### src/hdl/rvce_pkg.sv
// Package for the power-rail voltage code encoder: widths, span tables,
// rail constants and the stage-one pick structure. No dependencies.
package rvce_pkg;

   localparam int IDX_W    = 4;
   localparam int MV_W     = 16;
   localparam int SPAN_W   = 12;
   localparam int OFF_W    = 12;
   localparam int Q10_W    = 9;
   localparam int ADDR_W   = 8;
   localparam int CODE_W   = 7;
   localparam int MASK_W   = 8;

   localparam int SW_RAIL_COUNT  = 5;
   localparam int LIN_RAIL_COUNT = 9;
   localparam int SW_SPAN_COUNT  = 9;
   localparam int SW_MAX_SPANS   = 3;

   localparam logic [ADDR_W-1:0] SW_ADDR_BASE  = 8'h82;
   localparam logic [ADDR_W-1:0] LIN_ADDR_BASE = 8'h92;
   localparam logic [MASK_W-1:0] MASK_NONE     = 8'h00;
   localparam logic [MASK_W-1:0] MASK_HIGH1    = 8'h80;
   localparam logic [MASK_W-1:0] MASK_HIGH3    = 8'hE0;

   localparam logic [2:0]        SPECIAL_RAIL = 3'd4;
   localparam logic [MV_W-1:0]   SPECIAL_MV   = 16'd1200;
   localparam logic [CODE_W-1:0] SPECIAL_CODE = 7'h19;

   localparam logic STATUS_OK      = 1'b0;
   localparam logic STATUS_INVALID = 1'b1;

   typedef enum logic [1:0] {
      STEP_10,
      STEP_20,
      STEP_50,
      STEP_100
   } step_type;

   typedef struct packed {
      logic [SPAN_W-1:0] lo;
      logic [SPAN_W-1:0] hi;
      step_type          step;
      logic [CODE_W-1:0] base;
   } span_type;

   typedef struct packed {
      logic              rail_ok;
      logic              hit;
      logic              special;
      logic [ADDR_W-1:0] addr;
      logic [MASK_W-1:0] keep;
      logic [SPAN_W-1:0] lo;
      step_type          step;
      logic [CODE_W-1:0] base;
   } span_pick_type;

   localparam span_type SW_SPANS [SW_SPAN_COUNT] = '{
      '{12'd1500, 12'd3400, STEP_100, 7'd0},
      '{12'd500,  12'd1200, STEP_10,  7'd0},
      '{12'd1220, 12'd1540, STEP_20,  7'd71},
      '{12'd500,  12'd1200, STEP_10,  7'd0},
      '{12'd1220, 12'd1540, STEP_20,  7'd71},
      '{12'd1600, 12'd3400, STEP_100, 7'd88},
      '{12'd500,  12'd1200, STEP_10,  7'd0},
      '{12'd1220, 12'd1840, STEP_20,  7'd71},
      '{12'd1400, 12'd3700, STEP_100, 7'd0}
   };

   localparam logic [3:0] SW_FIRST [SW_RAIL_COUNT] = '{4'd0, 4'd1, 4'd3, 4'd6, 4'd8};
   localparam logic [1:0] SW_COUNT [SW_RAIL_COUNT] = '{2'd1, 2'd2, 2'd3, 2'd2, 2'd1};
   localparam logic [MASK_W-1:0] SW_KEEP [SW_RAIL_COUNT] =
      '{MASK_NONE, MASK_HIGH1, MASK_HIGH1, MASK_HIGH1, MASK_HIGH3};

   localparam span_type LIN_SPANS [LIN_RAIL_COUNT] = '{
      '{12'd500, 12'd3500, STEP_100, 7'd0},
      '{12'd500, 12'd3500, STEP_100, 7'd0},
      '{12'd500, 12'd3500, STEP_100, 7'd0},
      '{12'd500, 12'd3500, STEP_100, 7'd0},
      '{12'd500, 12'd3500, STEP_100, 7'd0},
      '{12'd500, 12'd3500, STEP_100, 7'd0},
      '{12'd500, 12'd1400, STEP_50,  7'd0},
      '{12'd500, 12'd3400, STEP_100, 7'd0},
      '{12'd500, 12'd3400, STEP_100, 7'd0}
   };

endpackage

### src/hdl/rvce_req_if.sv
// Request channel interface: valid/ready plus rail and voltage payload.
// Depends on rvce_pkg.
interface rvce_req_if;
   logic                       valid;
   logic                       ready;
   logic                       rail_kind;
   logic [rvce_pkg::IDX_W-1:0] rail_index;
   logic [rvce_pkg::MV_W-1:0]  millivolts;

   modport source (output valid, rail_kind, rail_index, millivolts, input ready);
   modport sink   (input valid, rail_kind, rail_index, millivolts, output ready);
endinterface

### src/hdl/rvce_rsp_if.sv
// Response channel interface: valid/ready plus status, address, code, mask.
// Depends on rvce_pkg.
interface rvce_rsp_if;
   logic                        valid;
   logic                        ready;
   logic                        status;
   logic [rvce_pkg::ADDR_W-1:0] reg_address;
   logic [rvce_pkg::CODE_W-1:0] voltage_code;
   logic [rvce_pkg::MASK_W-1:0] keep_mask;

   modport source (output valid, status, reg_address, voltage_code, keep_mask, input ready);
   modport sink   (input valid, status, reg_address, voltage_code, keep_mask, output ready);
endinterface

### src/hdl/rvce_span_sel.sv
// Rail decode and first-matching span pick (combinational stage-one logic).
// Depends on rvce_pkg span tables.
module rvce_span_sel (
   input  logic                       rail_kind,
   input  logic [rvce_pkg::IDX_W-1:0] rail_index,
   input  logic [rvce_pkg::MV_W-1:0]  millivolts,
   output rvce_pkg::span_pick_type    pick
);
   import rvce_pkg::*;

   always_comb begin
      logic [2:0] sw_rail;
      logic [3:0] slot;
      span_type   sp;

      pick    = '0;
      sw_rail = '0;
      slot    = '0;
      sp      = '0;
      if (!rail_kind) begin
         if (rail_index < IDX_W'(SW_RAIL_COUNT)) begin
            sw_rail      = rail_index[2:0];
            pick.rail_ok = 1'b1;
            pick.addr    = SW_ADDR_BASE + ADDR_W'(rail_index);
            pick.keep    = SW_KEEP[sw_rail];
            pick.special = (sw_rail == SPECIAL_RAIL) && (millivolts == SPECIAL_MV);
            for (int i = 0; i < SW_MAX_SPANS; i++) begin
               if (!pick.hit && (2'(i) < SW_COUNT[sw_rail])) begin
                  slot = SW_FIRST[sw_rail] + 4'(i);
                  sp   = SW_SPANS[slot];
                  if (millivolts >= MV_W'(sp.lo) && millivolts <= MV_W'(sp.hi)) begin
                     pick.hit  = 1'b1;
                     pick.lo   = sp.lo;
                     pick.step = sp.step;
                     pick.base = sp.base;
                  end
               end
            end
         end
      end else begin
         if (rail_index < IDX_W'(LIN_RAIL_COUNT)) begin
            sp           = LIN_SPANS[rail_index];
            pick.rail_ok = 1'b1;
            pick.addr    = LIN_ADDR_BASE + ADDR_W'(rail_index);
            pick.keep    = MASK_HIGH3;
            if (millivolts >= MV_W'(sp.lo) && millivolts <= MV_W'(sp.hi)) begin
               pick.hit  = 1'b1;
               pick.lo   = sp.lo;
               pick.step = sp.step;
               pick.base = sp.base;
            end
         end
      end
   end

endmodule

### src/hdl/regulator_voltage_code_encoder.sv
// Top level of the power-rail voltage code encoder: four-stage pipeline.
// Depends on rvce_pkg, rvce_req_if, rvce_rsp_if, rvce_span_sel.
//
//   channel   role   payload
//   req_bus   in     rail_kind, rail_index, millivolts
//   rsp_bus   out    status, reg_address, voltage_code, keep_mask
//
// One beat in and one beat out per cycle while rsp_bus.ready is high; a beat
// passes through the span pick, offset subtract, divide-by-ten and step-scale stages.
// Each stage holds a valid bit; an empty stage fills even while later ones
// stall, so bubbles collapse and rsp_bus.ready low stalls only full stages.
// Synchronous reset clears the valid bits only.
module regulator_voltage_code_encoder (
   input logic        clock,
   input logic        reset,
   rvce_req_if.sink   req_bus,
   rvce_rsp_if.source rsp_bus
);
   import rvce_pkg::*;

   span_pick_type pick;

   logic en1, en2, en3, en4;

   logic              v1_ff;
   span_pick_type     pick1_ff;
   logic [MV_W-1:0]   mv1_ff;

   logic              v2_ff;
   logic              ok2_ff, special2_ff;
   logic [ADDR_W-1:0] addr2_ff;
   logic [MASK_W-1:0] keep2_ff;
   step_type          step2_ff;
   logic [CODE_W-1:0] base2_ff;
   logic [OFF_W-1:0]  off2_ff;

   logic              v3_ff;
   logic              ok3_ff, special3_ff;
   logic [ADDR_W-1:0] addr3_ff;
   logic [MASK_W-1:0] keep3_ff;
   step_type          step3_ff;
   logic [CODE_W-1:0] base3_ff;
   logic [Q10_W-1:0]  q10_ff;
   logic              r10z_ff;

   logic              v4_ff;
   logic              status4_ff;
   logic [ADDR_W-1:0] addr4_ff;
   logic [CODE_W-1:0] code4_ff;
   logic [MASK_W-1:0] keep4_ff;

   logic [OFF_W-1:0]  off2_in;
   logic [23:0]       q10_prod;
   logic [Q10_W-1:0]  q10_in;
   logic              r10z_in;
   logic              status4_in;
   logic [ADDR_W-1:0] addr4_in;
   logic [CODE_W-1:0] code4_in;
   logic [MASK_W-1:0] keep4_in;

   rvce_span_sel u_span_sel (
      .rail_kind  (req_bus.rail_kind),
      .rail_index (req_bus.rail_index),
      .millivolts (req_bus.millivolts),
      .pick       (pick)
   );

   assign en4 = !v4_ff || rsp_bus.ready;
   assign en3 = !v3_ff || en4;
   assign en2 = !v2_ff || en3;
   assign en1 = !v1_ff || en2;
   assign req_bus.ready = en1;

   always_ff @(posedge clock) begin
      if (reset) begin
         v1_ff <= 1'b0;
         v2_ff <= 1'b0;
         v3_ff <= 1'b0;
         v4_ff <= 1'b0;
      end else begin
         if (en1) v1_ff <= req_bus.valid;
         if (en2) v2_ff <= v1_ff;
         if (en3) v3_ff <= v2_ff;
         if (en4) v4_ff <= v3_ff;
      end
   end

   // stage 1: span pick
   always_ff @(posedge clock) begin
      if (en1) begin
         pick1_ff <= pick;
         mv1_ff   <= req_bus.millivolts;
      end
   end

   // stage 2: offset into span
   assign off2_in = OFF_W'(mv1_ff - MV_W'(pick1_ff.lo));

   always_ff @(posedge clock) begin
      if (en2) begin
         ok2_ff      <= pick1_ff.rail_ok && (pick1_ff.hit || pick1_ff.special);
         special2_ff <= pick1_ff.special;
         addr2_ff    <= pick1_ff.addr;
         keep2_ff    <= pick1_ff.keep;
         step2_ff    <= pick1_ff.step;
         base2_ff    <= pick1_ff.base;
         off2_ff     <= off2_in;
      end
   end

   // stage 3: offset / 10 as multiply by 3277 / 2^15, exact for 12-bit offsets
   assign q10_prod = 24'(off2_ff) * 24'd3277;
   assign q10_in   = q10_prod[15 +: Q10_W];
   assign r10z_in  = (OFF_W'(q10_in * 12'd10) == off2_ff);

   always_ff @(posedge clock) begin
      if (en3) begin
         ok3_ff      <= ok2_ff;
         special3_ff <= special2_ff;
         addr3_ff    <= addr2_ff;
         keep3_ff    <= keep2_ff;
         step3_ff    <= step2_ff;
         base3_ff    <= base2_ff;
         q10_ff      <= q10_in;
         r10z_ff     <= r10z_in;
      end
   end

   // stage 4: scale to step, add base, format result
   // /5 and /10 of a 9-bit quotient: multiply by 205, shift by 10 or 11
   always_comb begin
      logic [Q10_W-1:0] q;
      logic             rz;
      logic             ok;
      logic [19:0]      prod;

      prod = 20'(q10_ff) * 20'd205;
      q    = q10_ff;
      rz   = 1'b1;
      unique case (step3_ff)
         STEP_10: begin
            q  = q10_ff;
            rz = 1'b1;
         end
         STEP_20: begin
            q  = q10_ff >> 1;
            rz = !q10_ff[0];
         end
         STEP_50: begin
            q  = prod[10 +: Q10_W];
            rz = (Q10_W'(q * 9'd5) == q10_ff);
         end
         STEP_100: begin
            q  = prod[11 +: Q10_W];
            rz = (Q10_W'(q * 9'd10) == q10_ff);
         end
         default: begin
            q  = q10_ff;
            rz = 1'b0;
         end
      endcase
      ok = ok3_ff && (special3_ff || (r10z_ff && rz));
      if (ok) begin
         status4_in = STATUS_OK;
         addr4_in   = addr3_ff;
         keep4_in   = keep3_ff;
         code4_in   = special3_ff ? SPECIAL_CODE : CODE_W'(base3_ff + CODE_W'(q));
      end else begin
         status4_in = STATUS_INVALID;
         addr4_in   = '0;
         keep4_in   = '0;
         code4_in   = '0;
      end
   end

   always_ff @(posedge clock) begin
      if (en4) begin
         status4_ff <= status4_in;
         addr4_ff   <= addr4_in;
         code4_ff   <= code4_in;
         keep4_ff   <= keep4_in;
      end
   end

   assign rsp_bus.valid        = v4_ff;
   assign rsp_bus.status       = status4_ff;
   assign rsp_bus.reg_address  = addr4_ff;
   assign rsp_bus.voltage_code = code4_ff;
   assign rsp_bus.keep_mask    = keep4_ff;

endmodule

### src/flat_wrapper.sv
// flat-port wrapper written by rule: the top's interface ports become plain ports
module regulator_voltage_code_encoder_flat import rvce_pkg::*;
  (clock, reset, req_bus_valid, req_bus_rail_kind, req_bus_rail_index, req_bus_millivolts, req_bus_ready, rsp_bus_valid, rsp_bus_status, rsp_bus_reg_address, rsp_bus_voltage_code, rsp_bus_keep_mask, rsp_bus_ready);
  rvce_req_if req_bus_i ();
  rvce_rsp_if rsp_bus_i ();
  input logic clock;
  input logic reset;
  input wire logic [$bits(req_bus_i.valid)-1:0] req_bus_valid;
  input wire logic [$bits(req_bus_i.rail_kind)-1:0] req_bus_rail_kind;
  input wire logic [$bits(req_bus_i.rail_index)-1:0] req_bus_rail_index;
  input wire logic [$bits(req_bus_i.millivolts)-1:0] req_bus_millivolts;
  output wire logic [$bits(req_bus_i.ready)-1:0] req_bus_ready;
  output wire logic [$bits(rsp_bus_i.valid)-1:0] rsp_bus_valid;
  output wire logic [$bits(rsp_bus_i.status)-1:0] rsp_bus_status;
  output wire logic [$bits(rsp_bus_i.reg_address)-1:0] rsp_bus_reg_address;
  output wire logic [$bits(rsp_bus_i.voltage_code)-1:0] rsp_bus_voltage_code;
  output wire logic [$bits(rsp_bus_i.keep_mask)-1:0] rsp_bus_keep_mask;
  input wire logic [$bits(rsp_bus_i.ready)-1:0] rsp_bus_ready;
  assign req_bus_i.valid = req_bus_valid;
  assign req_bus_i.rail_kind = req_bus_rail_kind;
  assign req_bus_i.rail_index = req_bus_rail_index;
  assign req_bus_i.millivolts = req_bus_millivolts;
  assign req_bus_ready = req_bus_i.ready;
  assign rsp_bus_valid = rsp_bus_i.valid;
  assign rsp_bus_status = rsp_bus_i.status;
  assign rsp_bus_reg_address = rsp_bus_i.reg_address;
  assign rsp_bus_voltage_code = rsp_bus_i.voltage_code;
  assign rsp_bus_keep_mask = rsp_bus_i.keep_mask;
  assign rsp_bus_i.ready = rsp_bus_ready;
  regulator_voltage_code_encoder u_core (.clock(clock), .reset(reset), .req_bus(req_bus_i), .rsp_bus(rsp_bus_i));
endmodule
### config.mk
export PLATFORM = sky130hd
export DESIGN_NAME = regulator_voltage_code_encoder_flat
export DESIGN_NICKNAME = d
export VERILOG_FILES = /design/src/hdl/rvce_pkg.sv /design/src/hdl/rvce_req_if.sv /design/src/hdl/rvce_rsp_if.sv /design/src/hdl/rvce_span_sel.sv /design/src/hdl/regulator_voltage_code_encoder.sv /design/src/flat_wrapper.sv
export SDC_FILE = /design/constraint.sdc
export NUM_CORES = 1
export LEC_CHECK = 0
export ABC_AREA = 1
export BUFFER_PORTS_ARGS = -buffer_cell sky130_fd_sc_hd__buf_2
export CAP_MARGIN = 0
export CELL_PAD_IN_SITES_DETAIL_PLACEMENT = 1
export CELL_PAD_IN_SITES_GLOBAL_PLACEMENT = 2
export CORE_MARGIN = 4
export CORE_UTILIZATION = 40
export CTS_BUF_LIST = sky130_fd_sc_hd__clkbuf_16
export DETAILED_ROUTE_END_ITERATION = 8
export HOLD_SLACK_MARGIN = 0.12
export PLACE_DENSITY = 0.95
export SLEW_MARGIN = 30
export SYNTH_ARGS = -nofsm -noshare
export SYNTH_HDL_FRONTEND = slang
export SYNTH_SLANG_ARGS = --single-unit
### constraint.sdc
create_clock -name clock -period 7.82 [get_ports clock]
set_input_delay 0.391 -clock clock [delete_from_list [all_inputs] [get_ports clock]]
set_output_delay 0.391 -clock clock [all_outputs]
set_load 0.02 [all_outputs]
==> run summary <==
- Crit path required time: 8.03 ns
- Min-Delay Path Class: primary input to flop
- Crit path largest cell delay: 0.54 ns
- hold_buf cts: 0
- highest attainable clock frequency: 144 MHz
- share of the synthesized area in the top cell type: 0.263
- sequential-to-total area share from yosys stat: 0.270
- first-pass GRT wire length: 54.6 mm
- post-synthesis cell count: 1,385
- hold path endpoint: u_core.v2_ff
- routed wirelength normalized by instance count: 18.2 um
- TritonCTS clock tree: done
- total vias in the final route: 9,710
- classification of the worst setup path: flop to flop
- critical register-to-register path startpoint: u_core.off2_ff[2]
- die area: 0.0325 mm2
- critical path peak fanout: 7
- post-CTS repair timing setup buffer count: 0
- DR iter-0 viols: 475
- worst setup skew after layout: 0.0140 ns
- number of enable flip-flop cells after synthesis: 104
- Chip Height: 180 um
- NumNets Final: 1,758
- Via density: 5.33
- CTS clk-pin slew, worst paths: 0.09 ns
- Min-Delay Startpoint: reset
- sinks on the clock net: 108
- fraction of registers with async set/reset: 0
- crit start category: flop
- antenna fix cells: 0
- max-cap violation count: 0
- R2R cell count: 28
- worst-margin pin slew: 0.733 ns
- endpoint arrival time on the critical path: 7.15 ns
- setup violation total in the final timing report: 0
- YS warnings: 0
- final wirelength: 33.2 mm
- Die X-Extent: 180 um
- estimated wirelength of the detail-placed design: 26.9 mm
- sort of element at the end of the critical path: flop
- initial core utilization: 0.409
- Synth Cell Area: 0.0119 mm2
- final number of hold-violating endpoints: 0
- placer's final routability congestion estimate: 0.976
- cell types with the largest area share after synthesis: sky130_fd_sc_hd__edfxtp_1 (26%), sky130_fd_sc_hd__ha_1 (26%), sky130_fd_sc_hd__fa_1 (9.4%)
- top-level port count: 51
- count of state elements after synthesis: 108
- post-route DRC violation count: 0
- master of the slowest instance on the critical path: sky130_fd_sc_hd__fa_1
- number of gates resized after cts: 0
- deepest clock path buffer count: 2
- TritonRoute pass-1 iters: 5
- number of slew-limit violations in the final report: 0
- number of standard-cell rows in the floorplan: 62
- tightest slew margin relative to the limit: 0.511
- setup repair after global routing missed its margin: false
- count of cells along the worst hold path: 2
- Post-DRT Antenna Nets: 0
- cell taking the most area after synthesis: sky130_fd_sc_hd__edfxtp_1
- CTS H-tree depth: 3
- register-to-register path setup slack: 0.88 ns
- final critical-path required period: 6.94 ns
- fillers: 3,517
- total routing resource utilization after global routing: 0.205
- IO Port Bufs: 44
- final global-route overflow total: 0
- Worst R2R End: u_core.r10z_ff
- run status: finished clean
- clock insertion delay at the later pin of the skew report: 0.36 ns
- number of antenna violations at the first check in global routing: 0
- period utilisation layout: 0.887
- number of global-route vias before repair: 10,631
- area of the core: 0.0290 mm2
- number of buffers created by CTS: 9
- synth unique cells: 47
- Final TNS setup: 0 ns
- share of post-route cells with drive strength above 1: 0.0605
- Root Buffer Master: sky130_fd_sc_hd__clkbuf_16
- commonest register cell after synthesis: sky130_fd_sc_hd__edfxtp_1
- relative area change from synthesis to final layout: 7.96%
- average footprint of a synthesized cell: 8.57 um2
- pin count of the biggest net entering global routing: 36
-- final cells by class --
class,count,area [um2],share of cell area
flip-flops and latches,108,3200,0.250
multi-input cells,1012,7630,0.595
clock inverters,7,75.1,0.00586
well taps,384,480,0.0375
repair buffers,45,228,0.0178
inverters,258,973,0.0760
clock buffers,9,225,0.0176
-- per-layer routing --
metal / track usage / vias up / part of all wire
li1: - / 4709 / -
met1: 0.249 / 4699 / 0.43
met2: 0.380 / 223 / 0.51
met3: 0.0208 / 79 / 0.030
met4: 0.0696 / 0 / 0.036
met5: 0 / - / 0
-- flip-flops by register name, summed over array words and instances, names as in the netlist, 2 cells and up --
| name | count |
|---|---|
| u_core.addr2_ff | 7 |
| u_core.base2_ff | 3 |
| u_core.q10_ff | 9 |
| u_core.step3_ff | 2 |
| u_core.base3_ff | 3 |
| u_core.off2_ff | 12 |
| u_core.keep3_ff | 2 |
| u_core.step2_ff | 2 |
| u_core.rsp_bus.voltage_code | 7 |
| u_core.rsp_bus.keep_mask | 2 |
| u_core.mv1_ff | 12 |
| u_core.rsp_bus.reg_address | 7 |
| u_core.addr3_ff | 7 |
| u_core.keep2_ff | 2 |
| u_core.pick1_ff | 21 |
-- per-stage QoR --
step	worst slack, ns	hold WS (ns)	cells	cell area (um2)	util
finish	0.882	0.262	1823	12800	0.442
global route	0.432	0.258	1823	12800	0.442
CTS	0.837	0.255	1823	12800	0.442
detailed placement	0.959	0.406	1807	12500	0.431
global placement	1.12	0.401	1807	12500	0.431
floorplan	1.57	0.400	1390	11900	-
-- layout by cell type (no fill, tap or decap), drive strengths merged, types with 3 or more instances in the layout --
| master | n |
|---|---|
| a21oi | 88 |
| o211ai | 12 |
| xor2 | 21 |
| ha | 243 |
| o21ai | 53 |
| xnor2 | 13 |
| clkinv | 4 |
| nor3 | 22 |
| or2 | 5 |
| nand2 | 242 |
| a31oi | 3 |
| o31ai | 4 |
| conb | 6 |
| buf | 45 |
| dfxtp | 4 |
| fa | 56 |
| inv | 260 |
| and2 | 5 |
| a21o | 5 |
| clkbuf | 9 |
| o21bai | 6 |
| a22oi | 3 |
| nand4 | 11 |
| nand3b | 6 |
| nor4 | 4 |
| edfxtp | 104 |
| nor2 | 122 |
| nand3 | 69 |
-- synth_stat cells, types with 2 or more instances --
library cell,instances
sky130_fd_sc_hd__a21oi_1,88
sky130_fd_sc_hd__o31ai_1,4
sky130_fd_sc_hd__nor2_4,2
sky130_fd_sc_hd__xor2_1,21
sky130_fd_sc_hd__nand4_1,11
sky130_fd_sc_hd__nand3_1,69
sky130_fd_sc_hd__a22oi_1,3
sky130_fd_sc_hd__a32oi_1,2
sky130_fd_sc_hd__o21bai_1,6
sky130_fd_sc_hd__a21o_1,5
sky130_fd_sc_hd__nand2_1,238
sky130_fd_sc_hd__nor4_1,4
sky130_fd_sc_hd__o211ai_1,11
sky130_fd_sc_hd__nand3b_1,6
sky130_fd_sc_hd__clkbuf_1,3
sky130_fd_sc_hd__nor2_1,108
sky130_fd_sc_hd__inv_1,256
sky130_fd_sc_hd__o2111ai_1,2
sky130_fd_sc_hd__dfxtp_1,4
sky130_fd_sc_hd__edfxtp_1,104
sky130_fd_sc_hd__nand2_2,3
sky130_fd_sc_hd__a31oi_1,3
sky130_fd_sc_hd__ha_1,243
sky130_fd_sc_hd__or2_2,4
sky130_fd_sc_hd__a211oi_1,2
sky130_fd_sc_hd__nor2_2,12
sky130_fd_sc_hd__nor3_1,22
sky130_fd_sc_hd__fa_1,56
sky130_fd_sc_hd__buf_4,8
sky130_fd_sc_hd__xnor2_1,13
sky130_fd_sc_hd__and2_1,5
sky130_fd_sc_hd__o21ai_0,52
-- worst max-delay path: cells and delay by family (launching register included) --
family	cells	cell delay [ns]
and+or+nand+nor	9	0.96
xor gates and xnor gates	3	0.72
adders and majority gates	8	3.48
DFF	1	0.53
buffers and inverters	2	0.12
AOI/OAI and AO/OA	6	0.98
-- kinds of logic after synthesis --
| kind of cell | synth area share |
|---|---|
| other | 0.000316 |
| AO/OA/AOI/OAI | 0.0889 |
| adder cells (fa/ha/maj) | 0.351 |
| flip-flops | 0.270 |
| buffers and inverters | 0.0890 |
| XOR/XNOR | 0.0251 |
| AND/OR/NAND/NOR | 0.176 |
-- worst max path at each step --
stage,from,to,slack [ns],depth (start not counted)
2_1_floorplan,u_core.off2_ff[3],u_core.r10z_ff,1.57,29
3_3_place_gp,u_core.off2_ff[2],u_core.r10z_ff,1.12,28
3_5_place_dp,u_core.off2_ff[2],u_core.r10z_ff,0.96,28
4_1_cts,u_core.off2_ff[2],u_core.r10z_ff,0.84,28
5_1_grt,u_core.off2_ff[2],u_core.r10z_ff,0.43,28
6_report,u_core.off2_ff[2],u_core.r10z_ff,0.88,28
Power is not shown: default switching activity piles up to over one toggle a cycle in this logic, so the estimate is an artifact.
